`src/rtl/assert_macros.svh`:
```
// Assertion helpers shared by the RTL.
`ifndef ASSERT_MACROS_SVH
`define ASSERT_MACROS_SVH

// Checked on every clock edge outside reset.
`define C8_ASSERT(lbl, prop, msg) \
    lbl: assert property (@(posedge i_clk) disable iff (!i_rst_n) prop) else $error(msg);

// Checked on every clock edge, reset included.
`define C8_ASSERT_ALL(lbl, prop, msg) \
    lbl: assert property (@(posedge i_clk) prop) else $error(msg);

`endif

```
`src/rtl/c8ic_pkg.sv`:
```
package c8ic_pkg;

    localparam logic [11:0] C_START_PC = 12'h200;
    localparam int          C_FONT_BYTES = 80;

    // item function codes
    localparam logic [1:0] FN_WR   = 2'd0;
    localparam logic [1:0] FN_EXEC = 2'd1;
    localparam logic [1:0] FN_FBRD = 2'd2;

    // opcode groups (top nibble)
    localparam logic [3:0] OP_SYS  = 4'h0;
    localparam logic [3:0] OP_JP   = 4'h1;
    localparam logic [3:0] OP_CALL = 4'h2;
    localparam logic [3:0] OP_SE   = 4'h3;
    localparam logic [3:0] OP_SNE  = 4'h4;
    localparam logic [3:0] OP_SEV  = 4'h5;
    localparam logic [3:0] OP_LD   = 4'h6;
    localparam logic [3:0] OP_ADD  = 4'h7;
    localparam logic [3:0] OP_ALU  = 4'h8;
    localparam logic [3:0] OP_SNEV = 4'h9;
    localparam logic [3:0] OP_LDI  = 4'hA;
    localparam logic [3:0] OP_JPV  = 4'hB;
    localparam logic [3:0] OP_RND  = 4'hC;
    localparam logic [3:0] OP_DRW  = 4'hD;
    localparam logic [3:0] OP_KEY  = 4'hE;
    localparam logic [3:0] OP_MISC = 4'hF;

    localparam logic [15:0] SYS_CLS = 16'h00E0;
    localparam logic [15:0] SYS_RET = 16'h00EE;

    localparam logic [3:0] ALU_MOV = 4'h0;
    localparam logic [3:0] ALU_OR  = 4'h1;
    localparam logic [3:0] ALU_AND = 4'h2;
    localparam logic [3:0] ALU_XOR = 4'h3;
    localparam logic [3:0] ALU_ADD = 4'h4;
    localparam logic [3:0] ALU_SUB = 4'h5;
    localparam logic [3:0] ALU_SHR = 4'h6;
    localparam logic [3:0] ALU_SBN = 4'h7;
    localparam logic [3:0] ALU_SHL = 4'hE;

    localparam logic [7:0] KEY_SKP  = 8'h9E;
    localparam logic [7:0] KEY_SKNP = 8'hA1;

    localparam logic [7:0] FX_GDT  = 8'h07;
    localparam logic [7:0] FX_WKEY = 8'h0A;
    localparam logic [7:0] FX_SDT  = 8'h15;
    localparam logic [7:0] FX_SST  = 8'h18;
    localparam logic [7:0] FX_ADDI = 8'h1E;
    localparam logic [7:0] FX_FONT = 8'h29;
    localparam logic [7:0] FX_BCD  = 8'h33;
    localparam logic [7:0] FX_SAVE = 8'h55;
    localparam logic [7:0] FX_LOAD = 8'h65;

    localparam logic [7:0] C_FONT [C_FONT_BYTES] = '{
        8'hF0, 8'h90, 8'h90, 8'h90, 8'hF0, 8'h20, 8'h60, 8'h20, 8'h20, 8'h70,
        8'hF0, 8'h10, 8'hF0, 8'h80, 8'hF0, 8'hF0, 8'h10, 8'hF0, 8'h10, 8'hF0,
        8'h90, 8'h90, 8'hF0, 8'h10, 8'h10, 8'hF0, 8'h80, 8'hF0, 8'h10, 8'hF0,
        8'hF0, 8'h80, 8'hF0, 8'h90, 8'hF0, 8'hF0, 8'h10, 8'h20, 8'h40, 8'h40,
        8'hF0, 8'h90, 8'hF0, 8'h90, 8'hF0, 8'hF0, 8'h90, 8'hF0, 8'h10, 8'hF0,
        8'hF0, 8'h90, 8'hF0, 8'h90, 8'h90, 8'hE0, 8'h90, 8'hE0, 8'h90, 8'hE0,
        8'hF0, 8'h80, 8'h80, 8'h80, 8'hF0, 8'hE0, 8'h90, 8'h90, 8'h90, 8'hE0,
        8'hF0, 8'h80, 8'hF0, 8'h80, 8'hF0, 8'hF0, 8'h80, 8'hF0, 8'h80, 8'h80
    };

    // datapath operation for the current cycle
    typedef enum logic [4:0] {
        DOP_CLR, DOP_TAKE, DOP_WR, DOP_FBRD, DOP_F0, DOP_F1, DOP_F2, DOP_F3,
        DOP_F4, DOP_EXEC, DOP_VF, DOP_D0, DOP_D1, DOP_D2, DOP_D3, DOP_B0,
        DOP_B1, DOP_B2, DOP_SR, DOP_SW, DOP_LR, DOP_LW, DOP_FIN
    } t_dop;

    // follow-up work after the execute step
    typedef enum logic [2:0] {
        CL_SIMPLE, CL_FLAG, CL_DRAW, CL_BCD, CL_SAVE, CL_LOAD
    } t_cls;

    typedef struct packed {
        t_dop op;
    } t_cmd;

    typedef struct packed {
        t_cls cls;
        logic rows_zero;
        logic last_row;
        logic last_cnt;
        logic clr_last;
        logic out_free;
    } t_stat;

    function automatic logic [7:0] f_font(input logic [6:0] a);
        return C_FONT[a];
    endfunction

    function automatic t_cls f_cls(input logic [15:0] op);
        t_cls c;
        c = CL_SIMPLE;
        if (op[15:12] == OP_DRW) begin
            c = CL_DRAW;
        end else if (op[15:12] == OP_ALU) begin
            if (op[3:0] == ALU_ADD || op[3:0] == ALU_SUB || op[3:0] == ALU_SHR ||
                op[3:0] == ALU_SBN || op[3:0] == ALU_SHL) begin
                c = CL_FLAG;
            end
        end else if (op[15:12] == OP_MISC) begin
            if (op[7:0] == FX_BCD) begin
                c = CL_BCD;
            end else if (op[7:0] == FX_SAVE) begin
                c = CL_SAVE;
            end else if (op[7:0] == FX_LOAD) begin
                c = CL_LOAD;
            end
        end
        return c;
    endfunction

endpackage

```
`src/rtl/c8ic_ctrl.sv`:
```
module c8ic_ctrl (
    input  logic             i_clk,
    input  logic             i_rst_n,
    input  logic             i_in_valid,
    input  logic [1:0]       i_in_func,
    input  c8ic_pkg::t_stat  i_stat,
    output logic             o_in_ready,
    output c8ic_pkg::t_cmd   o_cmd
);

    typedef enum logic [22:0] {
        S_CLR  = 23'h000001,
        S_IDLE = 23'h000002,
        S_WR   = 23'h000004,
        S_FBRD = 23'h000008,
        S_F0   = 23'h000010,
        S_F1   = 23'h000020,
        S_F2   = 23'h000040,
        S_F3   = 23'h000080,
        S_F4   = 23'h000100,
        S_EXEC = 23'h000200,
        S_VF   = 23'h000400,
        S_D0   = 23'h000800,
        S_D1   = 23'h001000,
        S_D2   = 23'h002000,
        S_D3   = 23'h004000,
        S_B0   = 23'h008000,
        S_B1   = 23'h010000,
        S_B2   = 23'h020000,
        S_SR   = 23'h040000,
        S_SW   = 23'h080000,
        S_LR   = 23'h100000,
        S_LW   = 23'h200000,
        S_FIN  = 23'h400000
    } t_state;

    t_state r_state, n_state;

    assign o_in_ready = (r_state == S_IDLE);

    always_comb begin
        n_state   = r_state;
        o_cmd.op  = c8ic_pkg::DOP_TAKE;
        unique case (r_state)
            S_CLR: begin
                o_cmd.op = c8ic_pkg::DOP_CLR;
                if (i_stat.clr_last) n_state = S_IDLE;
            end
            S_IDLE: begin
                o_cmd.op = c8ic_pkg::DOP_TAKE;
                if (i_in_valid) begin
                    case (i_in_func)
                        c8ic_pkg::FN_WR:   n_state = S_WR;
                        c8ic_pkg::FN_EXEC: n_state = S_F0;
                        c8ic_pkg::FN_FBRD: n_state = S_FBRD;
                        default:           n_state = S_FIN;
                    endcase
                end
            end
            S_WR:   begin o_cmd.op = c8ic_pkg::DOP_WR;   n_state = S_FIN; end
            S_FBRD: begin o_cmd.op = c8ic_pkg::DOP_FBRD; n_state = S_FIN; end
            S_F0:   begin o_cmd.op = c8ic_pkg::DOP_F0;   n_state = S_F1; end
            S_F1:   begin o_cmd.op = c8ic_pkg::DOP_F1;   n_state = S_F2; end
            S_F2:   begin o_cmd.op = c8ic_pkg::DOP_F2;   n_state = S_F3; end
            S_F3:   begin o_cmd.op = c8ic_pkg::DOP_F3;   n_state = S_F4; end
            S_F4:   begin o_cmd.op = c8ic_pkg::DOP_F4;   n_state = S_EXEC; end
            S_EXEC: begin
                o_cmd.op = c8ic_pkg::DOP_EXEC;
                case (i_stat.cls)
                    c8ic_pkg::CL_FLAG: n_state = S_VF;
                    c8ic_pkg::CL_DRAW: n_state = i_stat.rows_zero ? S_VF : S_D0;
                    c8ic_pkg::CL_BCD:  n_state = S_B0;
                    c8ic_pkg::CL_SAVE: n_state = S_SR;
                    c8ic_pkg::CL_LOAD: n_state = S_LR;
                    default:           n_state = S_FIN;
                endcase
            end
            S_VF:   begin o_cmd.op = c8ic_pkg::DOP_VF; n_state = S_FIN; end
            S_D0:   begin o_cmd.op = c8ic_pkg::DOP_D0; n_state = S_D1; end
            S_D1:   begin o_cmd.op = c8ic_pkg::DOP_D1; n_state = S_D2; end
            S_D2:   begin o_cmd.op = c8ic_pkg::DOP_D2; n_state = S_D3; end
            S_D3: begin
                o_cmd.op = c8ic_pkg::DOP_D3;
                n_state  = i_stat.last_row ? S_VF : S_D0;
            end
            S_B0:   begin o_cmd.op = c8ic_pkg::DOP_B0; n_state = S_B1; end
            S_B1:   begin o_cmd.op = c8ic_pkg::DOP_B1; n_state = S_B2; end
            S_B2:   begin o_cmd.op = c8ic_pkg::DOP_B2; n_state = S_FIN; end
            S_SR:   begin o_cmd.op = c8ic_pkg::DOP_SR; n_state = S_SW; end
            S_SW: begin
                o_cmd.op = c8ic_pkg::DOP_SW;
                n_state  = i_stat.last_cnt ? S_FIN : S_SR;
            end
            S_LR:   begin o_cmd.op = c8ic_pkg::DOP_LR; n_state = S_LW; end
            S_LW: begin
                o_cmd.op = c8ic_pkg::DOP_LW;
                n_state  = i_stat.last_cnt ? S_FIN : S_LR;
            end
            S_FIN: begin
                o_cmd.op = c8ic_pkg::DOP_FIN;
                if (i_stat.out_free) n_state = S_IDLE;
            end
            default: n_state = S_IDLE;
        endcase
    end

    always_ff @(posedge i_clk) begin
        if (!i_rst_n) begin
            r_state <= S_CLR;
        end else begin
            r_state <= n_state;
        end
    end

endmodule

```
`config.mk`:
```
export PLATFORM = sky130hd
export DESIGN_NAME = c8ic_ctrl
export DESIGN_NICKNAME = d
export VERILOG_FILES = /design/src/rtl/assert_macros.svh /design/src/rtl/c8ic_pkg.sv /design/src/rtl/c8ic_ctrl.sv
export SDC_FILE = /design/constraint.sdc
export NUM_CORES = 1
export LEC_CHECK = 0
export ABC_AREA = 1
export BUFFER_PORTS_ARGS = -buffer_cell sky130_fd_sc_hd__buf_2
export CAP_MARGIN = 40
export CORE_ASPECT_RATIO = 0.7
export CORE_MARGIN = 2
export CORE_UTILIZATION = 35
export DETAILED_ROUTE_END_ITERATION = 16
export PLACE_DENSITY = 0.57
export RECOVER_POWER = 100
export SKIP_LAST_GASP = 1
export SLEW_MARGIN = 20
export SYNTH_ARGS = -nofsm -noshare
export SYNTH_HDL_FRONTEND = slang
export SYNTH_SLANG_ARGS = --single-unit
export TNS_END_PERCENT = 5
```
`constraint.sdc`:
```
create_clock -name i_clk -period 2.1 [get_ports i_clk]
set_clock_uncertainty 0.15 [all_clocks]
set_input_delay 0.42 -clock i_clk [delete_from_list [all_inputs] [get_ports i_clk]]
set_output_delay 0.42 -clock i_clk [all_outputs]
set_load 0.005 [all_outputs]
```
# == Yosys cells after proc, flatten, opt, wreduce, memory -nomap -nowiden ==
# Cells that the tools add are included.
# totals
regBits,23
output_inout_bits,6
in_bits,13
elab_cells,48
# op_classes
eq_ne,33
n_reduce_logical,3
muxes,11
# op_table
cell,n
case mux 23 bit (20 select lines),1
two-way mux 23 bit,5
case mux 23 bit (5 select lines),1
case mux 5 bit (22 select lines),1
case mux 23 bit (3 select lines),1
two-way mux 12 bit,2
"== test 23 x 1 -> 1 bit, second input constant",1
"== test 23 x 10 -> 1 bit, second input constant",1
"== test 23 x 11 -> 1 bit, second input constant",1
"== test 23 x 12 -> 1 bit, second input constant",1
"== test 23 x 13 -> 1 bit, second input constant",1
"== test 23 x 14 -> 1 bit, second input constant",1
"== test 23 x 15 -> 1 bit, second input constant",1
"== test 23 x 16 -> 1 bit, second input constant",1
"== test 23 x 17 -> 1 bit, second input constant",1
"== test 23 x 18 -> 1 bit, second input constant",1
"== test 23 x 19 -> 1 bit, second input constant",1
"== test 23 x 2 -> 1 bit, second input constant",1
"== test 23 x 20 -> 1 bit, second input constant",1
"== test 23 x 21 -> 1 bit, second input constant",1
"== test 23 x 22 -> 1 bit, second input constant",1
"== test 23 bit, second input constant",1
"== test 23 x 3 -> 1 bit, second input constant",1
"== test 23 x 4 -> 1 bit, second input constant",1
14 further kinds,18

# == Longest topological paths before layout ==
# depth
word_depth,4
mapped_depth,14
mapped_depth_nobuf,13

# == Worst setup path after synthesis ==
# No wires, ideal clock.
# synth_timing
path_kind,register to output
startpoint,register r_state[0]
endpoint,output port o_cmd[0] in the netlist's numbering
stages_incl_launch_ff,11
path_buffers,0
arrival_ns,1.331
required_time_ns,1.530
setup_slack_ns,0.199
path_cell_list,dfxtp_1 -> nor2_2 -> nand2_2 -> inv_2 -> nand2_2 -> nor2_1 -> o211ai_1 -> nand3b_1 -> nor2_1 -> nand2_1 -> nand2_1
# synth_rtl
item,line_no,source
"start, declared",c8ic_ctrl.sv:37,"t_state r_state, n_state;"
"start signal, assigned",c8ic_ctrl.sv:111,r_state <= n_state;
"end, declared",c8ic_ctrl.sv:8,output c8ic_pkg::t_cmd o_cmd

==> run summary <==
• **status** finished with violations
• **violated checks** negative setup slack
• **R2R Setup Slk** -0.03 ns
• **Initial Utilization** 0.364
• **Clock Root Buffer** sky130_fd_sc_hd__clkbuf_8
• **number of hold violations in the final report** 0
• **Tcrit/Tclk final** 1.15
• **Synth async-reset ratio** 0
• **sum of routed wire length over all layers** 5.53 mm
• **sink count of the clock tree** 23
• **cell with the most instances after synthesis** sky130_fd_sc_hd__nand2_1
• **sum of internal, switching and leakage power** 1.08 mW
• **maximum clock rate** 414 MHz
• **share of synthesized area occupied by flip-flops and latches** 0.263
• **path type of the worst setup path** register to primary output
• **worst hold slack across all endpoints** 0.216 ns
• **mean routed wirelength per cell** 12.4 um
• **overall overflow remaining after global route** 0
• **top cells by instance count after synthesis** sky130_fd_sc_hd__nand2_1 (62), sky130_fd_sc_hd__nor2_1 (46), sky130_fd_sc_hd__inv_1 (44), sky130_fd_sc_hd__nand3_1 (32), sky130_fd_sc_hd__dfxtp_1 (23)
• **pin count of the biggest net entering global routing** 21
• **total setup violations reported at the end of the flow** 18
• **DR iter-0 viols** 105
• **min cycle time layout** 2.41 ns
• **first-pass detailed-route iteration total** 4
• **Slew HR** 0.518
• **Worst Tran Pin Value** 0.722 ns
• **worst vdd rail ir drop** 0.000301 V
• **CTS buffer count** 3
• **endpoint of the worst register-to-register path** r_state[8]
• **number of max-slew violations in the final report** 0
• **distinct cell type count after synthesis** 30
• **Worst Hold Class** primary input to register
• **endpoint kind of the worst setup timing path** primary output
• **area of the die** 0.00560 mm^2
• **final-stage net count** 392
• **Req. time, crit path** 1.53 ns
• **antenna violations before repair** 0
• **kind of start point of the critical path** register
• **met1 routed wirelength after detailed routing** 2.87 mm
• **first-pass GRT wire length** 8.90 mm
• **post-detailed-route via-to-cell ratio** 4.60
• **Area contributors post-synth** sky130_fd_sc_hd__dfxtp_1 (26%), sky130_fd_sc_hd__nand2_1 (13%), sky130_fd_sc_hd__nor2_1 (9.9%), sky130_fd_sc_hd__inv_1 (9.4%), sky130_fd_sc_hd__nand3_1 (9.1%)
• **FF+latch count, synth** 23
• **ant diodes** 0
• **TritonCTS clock tree** done
• **final weighted congestion of routability-driven global placement** 0.894
• **width of the chip** 88.6 um
• **Hold Path Origin** i_rst_n
• **DP Wirelength** 4.34 mm
• **CTS clk-pin slew, worst paths** 0.09 ns
• **worst flop-to-flop path startpoint** r_state[0]
• **largest fanout on the critical path** 4
• **post-route antenna net violation count** 0
• **cell area after synthesis** 0.00175 mm^2
• **number of hold buffers added after cts** 0
• **quantity of I/O buffers inserted on ports** 18
• **GRT Total Usage** 0.207
• **buffers from clock root to sink, at most** 2
• **Post-Synthesis Net Count** 304
• **number of global-route vias before repair** 1897
• **biggest area consumer among synthesized cells** sky130_fd_sc_hd__dfxtp_1
• **H-tree lvl count** 1
• **Endpoint, Worst Hold** r_state[0]
• **clock latency at the later pin of the worst-skew pair** 0.28 ns
• **number of cells produced by synthesis** 291
• **number of standard-cell rows in the floorplan** 21
• **count of max-cap constraint violations** 0
• **number of top-level design ports** 19
• **area added between synthesis and finish** 49.9%
• **Largest register FFs** 23
• **arrival time of the worst setup path** 1.84 ns
• **top flop regs** r_state x23
• **power density normalized to cell area** 412 mW/mm^2
• **reported leakage power** 1.34 nW
• **depth of the worst hold-timing path** 2
• **uppermost metal layer occupied by signal nets** met4
• **Std-Cell Core Area** 0.00481 mm^2
• **final routed DRC violation total** 0
• **final worst-path setup slack** -0.314 ns
• **Met3 Wirelength** 299 um
• **vertical die dimension** 63.2 um
• **Vias** 2054
• **setup repair after global routing missed its margin** yes
• **detailed-routed wire length on met2** 2.33 mm
• **total number of yosys warnings** 0
• **layout cells sized above 1** 0.423
• **number of synthesized flops with an enable pin** 0
• **fraction of synthesized cell area taken by the top area cell type** 0.263
• **number of cell instances on the worst register-to-register path** 11
• **average cell area after synthesis** 6.02 um^2
• **Post-synth top flop** sky130_fd_sc_hd__dfxtp_1
• **register ranked first by flip-flop count** r_state
how the worst max path moves through the flow:
stage / end / start / slack [ns] / depth (start not counted)
floorplan: o_cmd[0] / r_state[0] / 0.20 / 10
global placement: o_cmd[0] / r_state[12] / -0.11 / 12
detailed placement: o_cmd[0] / r_state[0] / -0.08 / 11
CTS: o_cmd[0] / r_state[3] / -0.28 / 11
global route: o_cmd[0] / r_state[7] / -0.44 / 11
finish: o_cmd[0] / r_state[22] / -0.31 / 11
area by class of cell:
| cell class | count | area, um^2 |
|---|---|---|
| clock buffer | 3 | 41.3 |
| clock inverter | 1 | 5.00 |
| fill | 517 | 2180 |
| inverter | 49 | 191 |
| multi-input combinational | 215 | 1190 |
| sequential | 23 | 487 |
| tap | 69 | 86.3 |
| timing repair buffer | 87 | 621 |
layout by cell type (no fill, tap or decap), types with 6 or more instances in the layout:
cell type,instances
sky130_fd_sc_hd__buf_4,68
sky130_fd_sc_hd__inv_1,43
sky130_fd_sc_hd__nand2_1,58
sky130_fd_sc_hd__dfxtp_2,18
sky130_fd_sc_hd__nor3_1,17
sky130_fd_sc_hd__nor2_4,15
sky130_fd_sc_hd__nand2_4,8
sky130_fd_sc_hd__nor2_2,9
sky130_fd_sc_hd__nand3_1,32
sky130_fd_sc_hd__nor2_1,35
sky130_fd_sc_hd__a21oi_1,6
sky130_fd_sc_hd__buf_2,18
sky130_fd_sc_hd__nand2_2,6
cells by family after synthesis:
family | after synthesis | synth area share
AND/OR/NAND/NOR | 199 | 0.564
AO/OA/AOI/OAI | 16 | 0.0507
flip-flops | 23 | 0.263
buffers and inverters | 53 | 0.123
routing by layer:
metal | track usage | up-vias
met5 | 0 | -
met4 | 0.0341 | 0
met3 | 0.0406 | 4
met2 | 0.295 | 36
met1 | 0.322 | 913
li1 | - | 1101
per-stage QoR:
stage	util	setup TNS [ns]	instances	setup slack, ns	instance area [um^2]
3_3_place_gp	0.477	-0.112	426	-0.110	2290
5_1_grt	0.546	-3.90	447	-0.440	2630
2_1_floorplan	-	0	291	0.199	1750
3_5_place_dp	0.477	-0.105	426	-0.0775	2290
6_report	0.546	-1.41	447	-0.314	2630
4_1_cts	0.524	-1.13	443	-0.285	2520
worst max-delay path, cell delays in order, from the launching register on:
cell and delay [ns]:
sky130_fd_sc_hd__dfxtp_2 0.37, sky130_fd_sc_hd__nor2_4 0.05, sky130_fd_sc_hd__nand2_4 0.11, sky130_fd_sc_hd__nor2_8 0.07, sky130_fd_sc_hd__buf_12 0.12, sky130_fd_sc_hd__nand2_1 0.09
sky130_fd_sc_hd__nor2_4 0.06, sky130_fd_sc_hd__nor2_1 0.19, sky130_fd_sc_hd__nand3_1 0.10, sky130_fd_sc_hd__nor3b_1 0.19, sky130_fd_sc_hd__nand2_1 0.09, sky130_fd_sc_hd__buf_2 0.13
what timing repair did:
item,in CTS,in global routing
buffers inserted,13,6
endpoints found under the setup margin,6,18
resized for setup,27,28
pin swaps,16,19
power by group:
group	leakage [nW]	total (mW)	internal, mW	switching, mW
combinational	1.12	0.330	0.143	0.187
clock	0.0255	0.298	0.133	0.165
sequential	0.195	0.454	0.444	0.00928
Power figures use the tool's default switching activity.
